[config.mk]
export PLATFORM = sky130hd
export DESIGN_NAME = int32_float32_converter
export DESIGN_NICKNAME = d
export VERILOG_FILES = /design/src/rtl/i2f_pkg.sv /design/src/rtl/i2f_norm.sv /design/src/rtl/i2f_pack.sv /design/src/rtl/int32_float32_converter.sv
export VERILOG_INCLUDE_DIRS = /design/src /design/src/rtl
export SDC_FILE = /design/constraint.sdc
export NUM_CORES = 1
export LEC_CHECK = 0
export BUFFER_PORTS_ARGS = -buffer_cell sky130_fd_sc_hd__buf_2
export CAP_MARGIN = 20
export CORE_ASPECT_RATIO = 2
export CORE_MARGIN = 2
export CORE_UTILIZATION = 49
export DETAILED_ROUTE_END_ITERATION = 16
export PLACE_DENSITY = 0.8
export SYNTH_ARGS = -nofsm -noshare
export SYNTH_HDL_FRONTEND = slang
export SYNTH_HIERARCHICAL = 1
export SYNTH_SLANG_ARGS = --single-unit
export TNS_END_PERCENT = 10
[constraint.sdc]
create_clock -name clk -period 13.5 [get_ports clk]
set_input_delay 1.35 -clock clk [delete_from_list [all_inputs] [get_ports clk]]
set_output_delay 1.35 -clock clk [all_outputs]
set_load 0.005 [all_outputs]
[src/rtl/assert_macros.svh]
// Assertion macros used by the converter top module.
`ifndef ASSERT_MACROS_SVH
`define ASSERT_MACROS_SVH
// Implication checked on every rising clock edge outside reset.
`define ASSERT_IMPL(label, clk, rst_n, ante, cons, msg) \
    label: assert property (@(posedge clk) disable iff (!rst_n) (ante) |-> (cons)) \
        else $error(msg);
// Next-cycle implication checked outside reset.
`define ASSERT_NEXT(label, clk, rst_n, ante, cons, msg) \
    label: assert property (@(posedge clk) disable iff (!rst_n) (ante) |=> (cons)) \
        else $error(msg);
`endif

[src/rtl/i2f_pkg.sv]
// ----------------------------------------------------------------------------
// i2f_pkg
// Types and constants shared by the integer/float converter modules.
// ----------------------------------------------------------------------------
`default_nettype none
package i2f_pkg;
    localparam logic [31:0] INT_MOST_NEG = 32'h8000_0000;
    localparam logic [31:0] INT_MOST_POS = 32'h7FFF_FFFF;
    localparam logic [0:0]  DIR_I2F = 1'b0;
    localparam logic [0:0]  DIR_F2I = 1'b1;
    localparam logic [0:0]  ADDR_DIRECTION = 1'b0;

    // Side information that travels with a word through the pipeline.
    typedef struct packed {
        logic dir;
        logic last;
    } side_t;
endpackage
`default_nettype wire

[src/rtl/i2f_norm.sv]
// ----------------------------------------------------------------------------
// i2f_norm
// Stages 1 and 2: sign/magnitude split, leading-one search and normalize.
// ----------------------------------------------------------------------------
`default_nettype none
module i2f_norm
(
    input  wire logic                clk,
    input  wire logic                rst_n,
    input  wire logic                en,
    input  wire logic                valid_in,
    input  wire logic [31:0]         word,
    input  wire i2f_pkg::side_t      side_in,
    output logic                     valid_out,
    output i2f_pkg::side_t           side_out,
    output logic [31:0]              word_q,
    output logic [31:0]              norm_q,
    output logic [4:0]               lead_q,
    output logic                     zero_q
);
    import i2f_pkg::*;

    logic          v1_reg;
    side_t         s1_reg;
    logic [31:0]   w1_reg;
    logic [31:0]   mag1_reg;
    logic [31:0]   mag_next;
    logic [4:0]    p_next;
    logic          v2_reg;
    side_t         s2_reg;
    logic [31:0]   w2_reg;
    logic [31:0]   n2_reg;
    logic [4:0]    p2_reg;
    logic          z2_reg;

    // Integer magnitude; for float mode the field is unused.
    assign mag_next = word[31] ? (32'd0 - word) : word;

    // Leading-one position of the stage 1 magnitude.
    always_comb
    begin
        p_next = 5'd0;
        for (int i = 0; i < 32; i++)
        begin
            if (mag1_reg[i])
            begin
                p_next = 5'(i);
            end
        end
    end

    // Valid bits.
    always_ff @(posedge clk or negedge rst_n)
    begin
        if (!rst_n)
        begin
            v1_reg <= 1'b0;
            v2_reg <= 1'b0;
        end
        else if (en)
        begin
            v1_reg <= valid_in;
            v2_reg <= v1_reg;
        end
    end

    // Payload.
    always_ff @(posedge clk)
    begin
        if (en)
        begin
            s1_reg   <= side_in;
            w1_reg   <= word;
            mag1_reg <= mag_next;
            s2_reg   <= s1_reg;
            w2_reg   <= w1_reg;
            p2_reg   <= p_next;
            n2_reg   <= mag1_reg << (5'd31 - p_next);
            z2_reg   <= (mag1_reg == 32'd0);
        end
    end

    assign valid_out = v2_reg;
    assign side_out  = s2_reg;
    assign word_q    = w2_reg;
    assign norm_q    = n2_reg;
    assign lead_q    = p2_reg;
    assign zero_q    = z2_reg;
endmodule
`default_nettype wire

[src/rtl/i2f_pack.sv]
// ----------------------------------------------------------------------------
// i2f_pack
// Stages 3 and 4: rounding and float packing, or float-to-integer shift.
// ----------------------------------------------------------------------------
`default_nettype none
module i2f_pack
(
    input  wire logic                clk,
    input  wire logic                rst_n,
    input  wire logic                en,
    input  wire logic                valid_in,
    input  wire i2f_pkg::side_t      side_in,
    input  wire logic [31:0]         word,
    input  wire logic [31:0]         norm,
    input  wire logic [4:0]          lead,
    input  wire logic                zero,
    output logic                     valid_out,
    output logic                     last_q,
    output logic [31:0]              result_q,
    output logic                     inexact_q,
    output logic                     invalid_q
);
    import i2f_pkg::*;

    logic          v3_reg;
    side_t         s3_reg;
    logic [31:0]   res3_reg;
    logic          inx3_reg;
    logic          inv3_reg;
    logic [24:0]   q3_reg;
    logic [7:0]    ex3_reg;
    logic          sg3_reg;
    logic          v4_reg;
    logic          l4_reg;
    logic [31:0]   r4_reg;
    logic          inx4_reg;
    logic          inv4_reg;

    // Float to integer path.
    logic [7:0]    fe;
    logic [22:0]   ff;
    logic [31:0]   fmag;
    logic [31:0]   f_res;
    logic          f_inv;
    // Integer to float rounding.
    logic [23:0]   keep;
    logic          rbit;
    logic          sticky;
    logic          up;
    logic [24:0]   q_next;

    always_comb
    begin
        fe   = word[30:23];
        ff   = word[22:0];
        fmag = 32'd0;
        f_res = 32'd0;
        f_inv = 1'b0;
        if (fe == 8'hFF && ff != 23'd0)
        begin
            f_res = INT_MOST_NEG;
            f_inv = 1'b1;
        end
        else if (fe < 8'd127)
        begin
            f_res = 32'd0;
        end
        else if (fe >= 8'd158)
        begin
            if (word[31] && fe == 8'd158 && ff == 23'd0)
            begin
                f_res = INT_MOST_NEG;
            end
            else
            begin
                f_inv = 1'b1;
                f_res = word[31] ? INT_MOST_NEG : INT_MOST_POS;
            end
        end
        else
        begin
            fmag  = {1'b1, ff, 8'd0} >> (8'd158 - fe);
            f_res = word[31] ? (32'd0 - fmag) : fmag;
        end
    end

    // Round to nearest even on the normalized magnitude.
    always_comb
    begin
        keep   = norm[31:8];
        rbit   = norm[7];
        sticky = (norm[6:0] != 7'd0);
        up     = rbit && (sticky || keep[0]);
        q_next = {1'b0, keep} + {24'd0, up};
    end

    always_ff @(posedge clk or negedge rst_n)
    begin
        if (!rst_n)
        begin
            v3_reg <= 1'b0;
            v4_reg <= 1'b0;
        end
        else if (en)
        begin
            v3_reg <= valid_in;
            v4_reg <= v3_reg;
        end
    end

    always_ff @(posedge clk)
    begin
        if (en)
        begin
            s3_reg   <= side_in;
            res3_reg <= f_res;
            inv3_reg <= f_inv;
            inx3_reg <= (rbit || sticky) && !zero;
            q3_reg   <= q_next;
            ex3_reg  <= 8'd127 + {3'd0, lead};
            sg3_reg  <= word[31];
            l4_reg   <= s3_reg.last;
            if (s3_reg.dir == DIR_F2I)
            begin
                r4_reg   <= res3_reg;
                inv4_reg <= inv3_reg;
                inx4_reg <= 1'b0;
            end
            else
            begin
                inv4_reg <= 1'b0;
                inx4_reg <= inx3_reg;
                if (ex3_reg == 8'd127 && q3_reg == 25'd0)
                begin
                    r4_reg <= 32'd0;
                end
                else if (q3_reg[24])
                begin
                    r4_reg <= {sg3_reg, ex3_reg + 8'd1, q3_reg[23:1]};
                end
                else
                begin
                    r4_reg <= {sg3_reg, ex3_reg, q3_reg[22:0]};
                end
            end
        end
    end

    assign valid_out = v4_reg;
    assign last_q    = l4_reg;
    assign result_q  = r4_reg;
    assign inexact_q = inx4_reg;
    assign invalid_q = inv4_reg;
endmodule
`default_nettype wire

[src/rtl/int32_float32_converter.sv]
// ----------------------------------------------------------------------------
// int32_float32_converter
// Streaming converter between int32 and IEEE-754 single-precision words.
// ----------------------------------------------------------------------------
// Input beats arrive on s_axis (tdata = word_in, tlast = last_in) and results
// leave on m_axis: tdata[31:0] = word_out, tuser[0] = inexact,
// tuser[1] = invalid, tlast = last_out.
// The APB register at address 0 selects the direction: 0 integer to float,
// 1 float to integer. Write it only while the pipeline is empty.
// Throughput is one beat per cycle while m_axis is not stalled; the pipeline has
// four stages (split, normalize, round, pack).
// The whole pipeline advances when the output register is empty or being
// taken, so a stall on m_axis holds every stage and loses no beat.
// Reset clears all valid bits and sets the direction to integer to float.
// ----------------------------------------------------------------------------
`default_nettype none
module int32_float32_converter
(
    input  wire logic          clk,
    input  wire logic          rst_n,
    input  wire logic          s_axis_tvalid,
    output logic               s_axis_tready,
    input  wire logic [31:0]   s_axis_tdata,   // word_in
    input  wire logic          s_axis_tlast,
    output logic               m_axis_tvalid,
    input  wire logic          m_axis_tready,
    output logic [31:0]        m_axis_tdata,   // word_out
    output logic [1:0]         m_axis_tuser,   // bit 1 invalid, bit 0 inexact
    output logic               m_axis_tlast,
    input  wire logic          psel,
    input  wire logic          penable,
    input  wire logic          pwrite,
    input  wire logic [0:0]    paddr,
    input  wire logic [31:0]   pwdata,
    output logic [31:0]        prdata,
    output logic               pready
);
    import i2f_pkg::*;
`include "assert_macros.svh"

    logic          dir_reg;
    logic          en;
    side_t         side;
    logic          v2;
    side_t         s2;
    logic [31:0]   w2;
    logic [31:0]   n2;
    logic [4:0]    p2;
    logic          z2;
    logic          inx;
    logic          inv;

    assign pready = 1'b1;
    assign prdata = (paddr == ADDR_DIRECTION) ? {31'd0, dir_reg} : 32'd0;

    // Direction register.
    always_ff @(posedge clk or negedge rst_n)
    begin
        if (!rst_n)
        begin
            dir_reg <= DIR_I2F;
        end
        else if (psel && penable && pwrite && paddr == ADDR_DIRECTION)
        begin
            dir_reg <= pwdata[0];
        end
    end

    assign en            = !m_axis_tvalid || m_axis_tready;
    assign s_axis_tready = en;
    assign side.dir      = dir_reg;
    assign side.last     = s_axis_tlast;

    i2f_norm u_norm
    (
        .clk       (clk),
        .rst_n     (rst_n),
        .en        (en),
        .valid_in  (s_axis_tvalid),
        .word      (s_axis_tdata),
        .side_in   (side),
        .valid_out (v2),
        .side_out  (s2),
        .word_q    (w2),
        .norm_q    (n2),
        .lead_q    (p2),
        .zero_q    (z2)
    );

    i2f_pack u_pack
    (
        .clk       (clk),
        .rst_n     (rst_n),
        .en        (en),
        .valid_in  (v2),
        .side_in   (s2),
        .word      (w2),
        .norm      (n2),
        .lead      (p2),
        .zero      (z2),
        .valid_out (m_axis_tvalid),
        .last_q    (m_axis_tlast),
        .result_q  (m_axis_tdata),
        .inexact_q (inx),
        .invalid_q (inv)
    );

    assign m_axis_tuser = {inv, inx};

    `ASSERT_IMPL(a_flags_excl, clk, rst_n, m_axis_tvalid, !(inx && inv), "both flags set")
    `ASSERT_IMPL(a_ready_stall, clk, rst_n, m_axis_tvalid && !m_axis_tready, !s_axis_tready,
        "input taken during stall")
    `ASSERT_NEXT(a_hold, clk, rst_n, m_axis_tvalid && !m_axis_tready,
        m_axis_tvalid && $stable(m_axis_tdata), "stalled result changed")
endmodule
`default_nettype wire

==> impl_summary.md <==
STA
The worst clock skew on the final layout is 17.15 ps. The final hold violation count is 0. Dividing the final minimum period by the clock period gives 0.4729.

The minimum period implied by the final worst setup slack is 6385 ps. Setup violations remaining at the end of the flow were counted as 0. The final number of max-transition violations came to 0. In the final timing run, aggregate negative setup slack is 0 ps. Setup repair after global routing left no endpoint under its margin. The highest clock frequency the design can meet is 156.6 MHz. The post-route worst hold slack is 419.3 ps.

The transition time at the pin with the least slew margin is 1118 ps. The worst pin sits at a relative slew slack of 0.2493.

Global routing
The total overflow left after global routing is 0. The total global-route track usage is 0.2485. The via count of the first global-routing pass is 11230. Entering global routing, the biggest net connects 84 pins. The global-route wire length before repair is 62.98 mm.

The initial antenna violation count is 0.

Synthesis
The count of flip-flops with a built-in enable after synthesis is 242. Averaged over all synthesized cells, the footprint is 10.85 sq um. The synthesized netlist contains 96 unique library cells. By area the synthesized netlist is led by sky130_fd_sc_hd__edfxtp_1 47%, sky130_fd_sc_hd__mux2i_1 6.0%, sky130_fd_sc_hd__xnor2_1 3.7%, sky130_fd_sc_hd__nor2_1 3.1%, sky130_fd_sc_hd__nand2_1 2.8%. The main combinational cell family by area after synthesis is compound AO/OA/AOI/OAI gates. The number of warnings reported in the yosys synthesis log is 6. The most used flip-flop cell after synthesis is sky130_fd_sc_hd__edfxtp_1.

For this run, the register share of the synthesized area comes to 0.4793. The compound-cell area share of the yosys netlist is 0.1618. After synthesis the cells add up to 15420 sq um. The area share of xor/xnor cells in the synthesized design is 0.05476. Synthesis produced a netlist whose cell count is 1422. Of the post-synthesis cell area, the part taken by muxes is 0.1090. The async set or reset register ratio after synthesis is 0.02024. The share of synthesized cell area in and, or, nand and nor gates is 0.1394. Summed over all instances, the cell type with the most area after synthesis is sky130_fd_sc_hd__edfxtp_1. The share of synthesized area in the top cell type comes to 0.4712. Counting flops and latches in the post-synthesis netlist gives 247. The area share of fa/ha/maj cells after synthesis is 0.007301.

Power and ir drop
The power share of the clock group is 0.154. The ratio of total power to cell area is 237.9 nW/um^2. Of the total power, combinational logic draws 0.470.

Total power for the finished layout comes to 3.986 mW. The leakage power total is 6.112 nW. Across the VDD grid, the largest voltage drop is 0.1283 mV. The internal portion of the total power is 2.326 mW.

In this run the power spent charging and discharging nets is 1.660 mW. The switching power share of the total is 0.4165. The share of total power dissipated in sequential elements is 0.376.

Floorplan
In this run the horizontal extent of the chip is 129.5 microns. The vertical die dimension is 254.9 microns. The floorplan row count is 91.

The starting density of the core is 0.4980. The floorplan die area is 33000 sq um. The standard cell core area is 30970 sq um. Pin placement for this block handled 143 I/O pins.

Clocking
The buffer depth of the longest clock path is 3. Clock-pin slew was measured on the worst setup and hold paths at 60 ps. In this run, CTS created clock tree buffers numbering 22.

TritonCTS built the clock tree. The clock net in this run drives a total of 247 sinks. The number of gates resized after CTS is 0. The clock reaches the later pin of the worst-skew pair after 530 ps.

The number of hold buffers added after CTS was 0. The setup fix buffers added after clock tree synthesis is 0. The deepest level of the CTS H-tree is 1. The cell chosen for the clock root is sky130_fd_sc_hd__clkbuf_16.

Critical path
The number of cells on the worst reg-to-reg path is 16. The critical path is of the flip-flop to flip-flop type. The worst setup path is launched from a flip-flop. For the worst setup path, the data arrival time is 6650 ps. STA puts the critical path data required time at 13760 ps. The largest fanout on the critical path is 45. STA classifies the critical path endpoint as a flip-flop.

Routing
The final wirelength is 40.99 mm. The antenna violation net count after detailed routing is 0. The residual DRC count is 0.

The number of DRC violations after detailed-routing iteration 0 is 1165. The detailed-route vias per instance is 6.172. The total via count in the routed design is 11740. Dividing the detail-routed wire length by the instance count gives 21.55 microns. Before antenna repair, the detailed router went through 7 iterations.

Placement
The cell area reported after detailed placement is 16040 sq um. The placer congestion estimate is 1.013. The count of input and output buffers is 79. The placed wire-length estimate after detailed placement is 31.46 mm.

Cells and area
The share of layout cells above drive strength 1 is 0.1496. The area of all placed cells without fillers is 16750 sq um. The core occupancy in the finished layout is 0.5410. The number of nets in the finished design is 1550. Compared with the post-synthesis result, the final layout area differs by 8.624%. The number of antenna diodes in the final layout is 0.

The number of filler cells placed in the layout is 2765.

Hold path
The type of the worst min-delay path is flip-flop to flip-flop. The number of cells on the worst hold path is 0.

Status
The flow ran to the end, and the final reports show no timing, DRC or antenna violations.

Flow run
The tool flagged a number of max-cap violations equal to 0.
final timing paths:
path                       slack, ps                                 to                   startpoint
setup / recovery                7120  u_pack/res3_reg[22]$_SDFFCE_PP0P_  u_norm/word_q[23]$_DFFE_PP_
hold / removal                   420        u_norm/word_q[21]$_DFFE_PP_  u_norm/w1_reg[21]$_DFFE_PP_
setup reg to reg                7120  u_pack/res3_reg[22]$_SDFFCE_PP0P_  u_norm/word_q[23]$_DFFE_PP_
hold reg to reg                  420        u_norm/word_q[21]$_DFFE_PP_  u_norm/w1_reg[21]$_DFFE_PP_
max in group asynchronous      12740       u_pack/valid_out$_DFFE_PN0P_                        rst_n
min in group asynchronous        630                dir_reg$_DFFE_PN0P_                        rst_n
cell usage after synthesis (9+ instances only):
| library cell | instances |
|---|---|
| sky130_fd_sc_hd__edfxtp_1 | 242 |
| sky130_fd_sc_hd__nor2_1 | 128 |
| sky130_fd_sc_hd__nand2_1 | 114 |
| sky130_fd_sc_hd__mux2i_1 | 93 |
| sky130_fd_sc_hd__o21ai_0 | 78 |
| sky130_fd_sc_hd__xnor2_1 | 66 |
| sky130_fd_sc_hd__clkbuf_1 | 54 |
| sky130_fd_sc_hd__a21oi_1 | 40 |
| sky130_fd_sc_hd__buf_4 | 39 |
| sky130_fd_sc_hd__nand3_1 | 38 |
| sky130_fd_sc_hd__nor3_1 | 37 |
| sky130_fd_sc_hd__a211oi_1 | 33 |
| sky130_fd_sc_hd__mux2_2 | 27 |
| sky130_fd_sc_hd__inv_1 | 24 |
| sky130_fd_sc_hd__nor4_1 | 24 |
| sky130_fd_sc_hd__xor2_1 | 23 |
| sky130_fd_sc_hd__o31ai_1 | 18 |
| sky130_fd_sc_hd__mux4_2 | 16 |
| sky130_fd_sc_hd__o211ai_1 | 16 |
| sky130_fd_sc_hd__nand4_1 | 15 |
| sky130_fd_sc_hd__a31oi_1 | 14 |
| sky130_fd_sc_hd__buf_2 | 13 |
| sky130_fd_sc_hd__or3_1 | 13 |
| sky130_fd_sc_hd__and3_1 | 11 |
| sky130_fd_sc_hd__o21a_1 | 11 |
| sky130_fd_sc_hd__ha_1 | 9 |
| sky130_fd_sc_hd__nand2b_1 | 9 |
| sky130_fd_sc_hd__o2111ai_1 | 9 |
| sky130_fd_sc_hd__o221ai_1 | 9 |
power by group through the flow:
stage                     combinational [mW]  sequential, mW  clock (mW)
final                                   1.87            1.50       0.614
after detailed placement                1.84            1.51           0
after global placement                  1.81            1.50           0
after global routing                    2.03            1.53       0.656
after floorplan                         1.40            1.47           0
after CTS                               1.85            1.49       0.628
worst max-delay path: stages, from the launching register on:
cell and delay [ps]:
sky130_fd_sc_hd__edfxtp_1 320, sky130_fd_sc_hd__buf_4 520, sky130_fd_sc_hd__inv_2 340, sky130_fd_sc_hd__ha_1 380
sky130_fd_sc_hd__buf_4 440, sky130_fd_sc_hd__mux2i_1 430, sky130_fd_sc_hd__mux2i_1 260, sky130_fd_sc_hd__a311oi_1 640
sky130_fd_sc_hd__nor2_1 80, sky130_fd_sc_hd__a31oi_1 420, sky130_fd_sc_hd__ha_1 290, sky130_fd_sc_hd__o221a_1 200
sky130_fd_sc_hd__or4b_1 590, sky130_fd_sc_hd__or4b_4 650, sky130_fd_sc_hd__o31ai_2 310, sky130_fd_sc_hd__xnor2_1 150
sky130_fd_sc_hd__nor2_1 50
per-stage QoR:
stage / setup slack [ps] / std cells
global placement: 7386 / 1862
floorplan: 4877 / 1452
global route: 6854 / 1902
CTS: 7235 / 1902
detailed placement: 7243 / 1862
finish: 7115 / 1902
routing by layer:
| metal | vias up | wire (microns) | global-route usage |
|---|---|---|---|
| met3 | 151 | 1797 | 0.02153 |
| met1 | 5555 | 13300 | 0.2402 |
| li1 | 5520 | - | - |
| met4 | 0 | 3554 | 0.1892 |
| met2 | 513 | 22340 | 0.4741 |
| met5 | - | 0 | 0 |
placed cells by master, fill, tap and decap left out, types with 9 or more instances in the layout:
cell type                   instances
sky130_fd_sc_hd__nand2_1          114
sky130_fd_sc_hd__o31ai_1           18
sky130_fd_sc_hd__nand4_1           15
sky130_fd_sc_hd__edfxtp_1         242
sky130_fd_sc_hd__nor3_1            37
sky130_fd_sc_hd__mux2i_1           92
sky130_fd_sc_hd__or3_1             13
sky130_fd_sc_hd__xnor2_1           66
sky130_fd_sc_hd__nor2_1           128
sky130_fd_sc_hd__a211oi_1          33
sky130_fd_sc_hd__nand3_1           38
sky130_fd_sc_hd__clkbuf_16         23
sky130_fd_sc_hd__clkinv_1           9
sky130_fd_sc_hd__xor2_1            23
sky130_fd_sc_hd__conb_1            32
sky130_fd_sc_hd__o2111ai_1          9
sky130_fd_sc_hd__buf_4             26
sky130_fd_sc_hd__mux2_2            27
sky130_fd_sc_hd__o221ai_1           9
sky130_fd_sc_hd__inv_1             24
sky130_fd_sc_hd__mux4_2            16
sky130_fd_sc_hd__o211ai_1          16
sky130_fd_sc_hd__o21ai_0           77
sky130_fd_sc_hd__a21oi_1           40
sky130_fd_sc_hd__ha_1               9
sky130_fd_sc_hd__and3_1            11
sky130_fd_sc_hd__buf_2             79
sky130_fd_sc_hd__a31oi_1           14
sky130_fd_sc_hd__o21a_1            11
sky130_fd_sc_hd__nor4_1            24
layout make-up:
class	count	area, sq um	share of cell area
Tap cell	418	523.0	0.03122
Sequential cell	247	7392	0.4412
Clock inverter	16	133.9	0.007991
Clock buffer	24	579.3	0.03458
Timing Repair Buffer	105	590.6	0.03525
Multi-Input combinational cell	1062	7422	0.4430
Inverter	30	112.6	0.006721
cells by family (layout without fill, tap and decap cells):
| family | count (synthesis) | count (layout) |
|---|---|---|
| mux | 143 | 143 |
| simple gates | 439 | 439 |
| compound gates | 346 | 346 |
| other cells | 2 | 32 |
| buf+inv | 143 | 175 |
| fa+ha+maj | 9 | 9 |
| xor+xnor | 93 | 93 |
| flops | 247 | 247 |
Power figures use the tool's default switching activity.
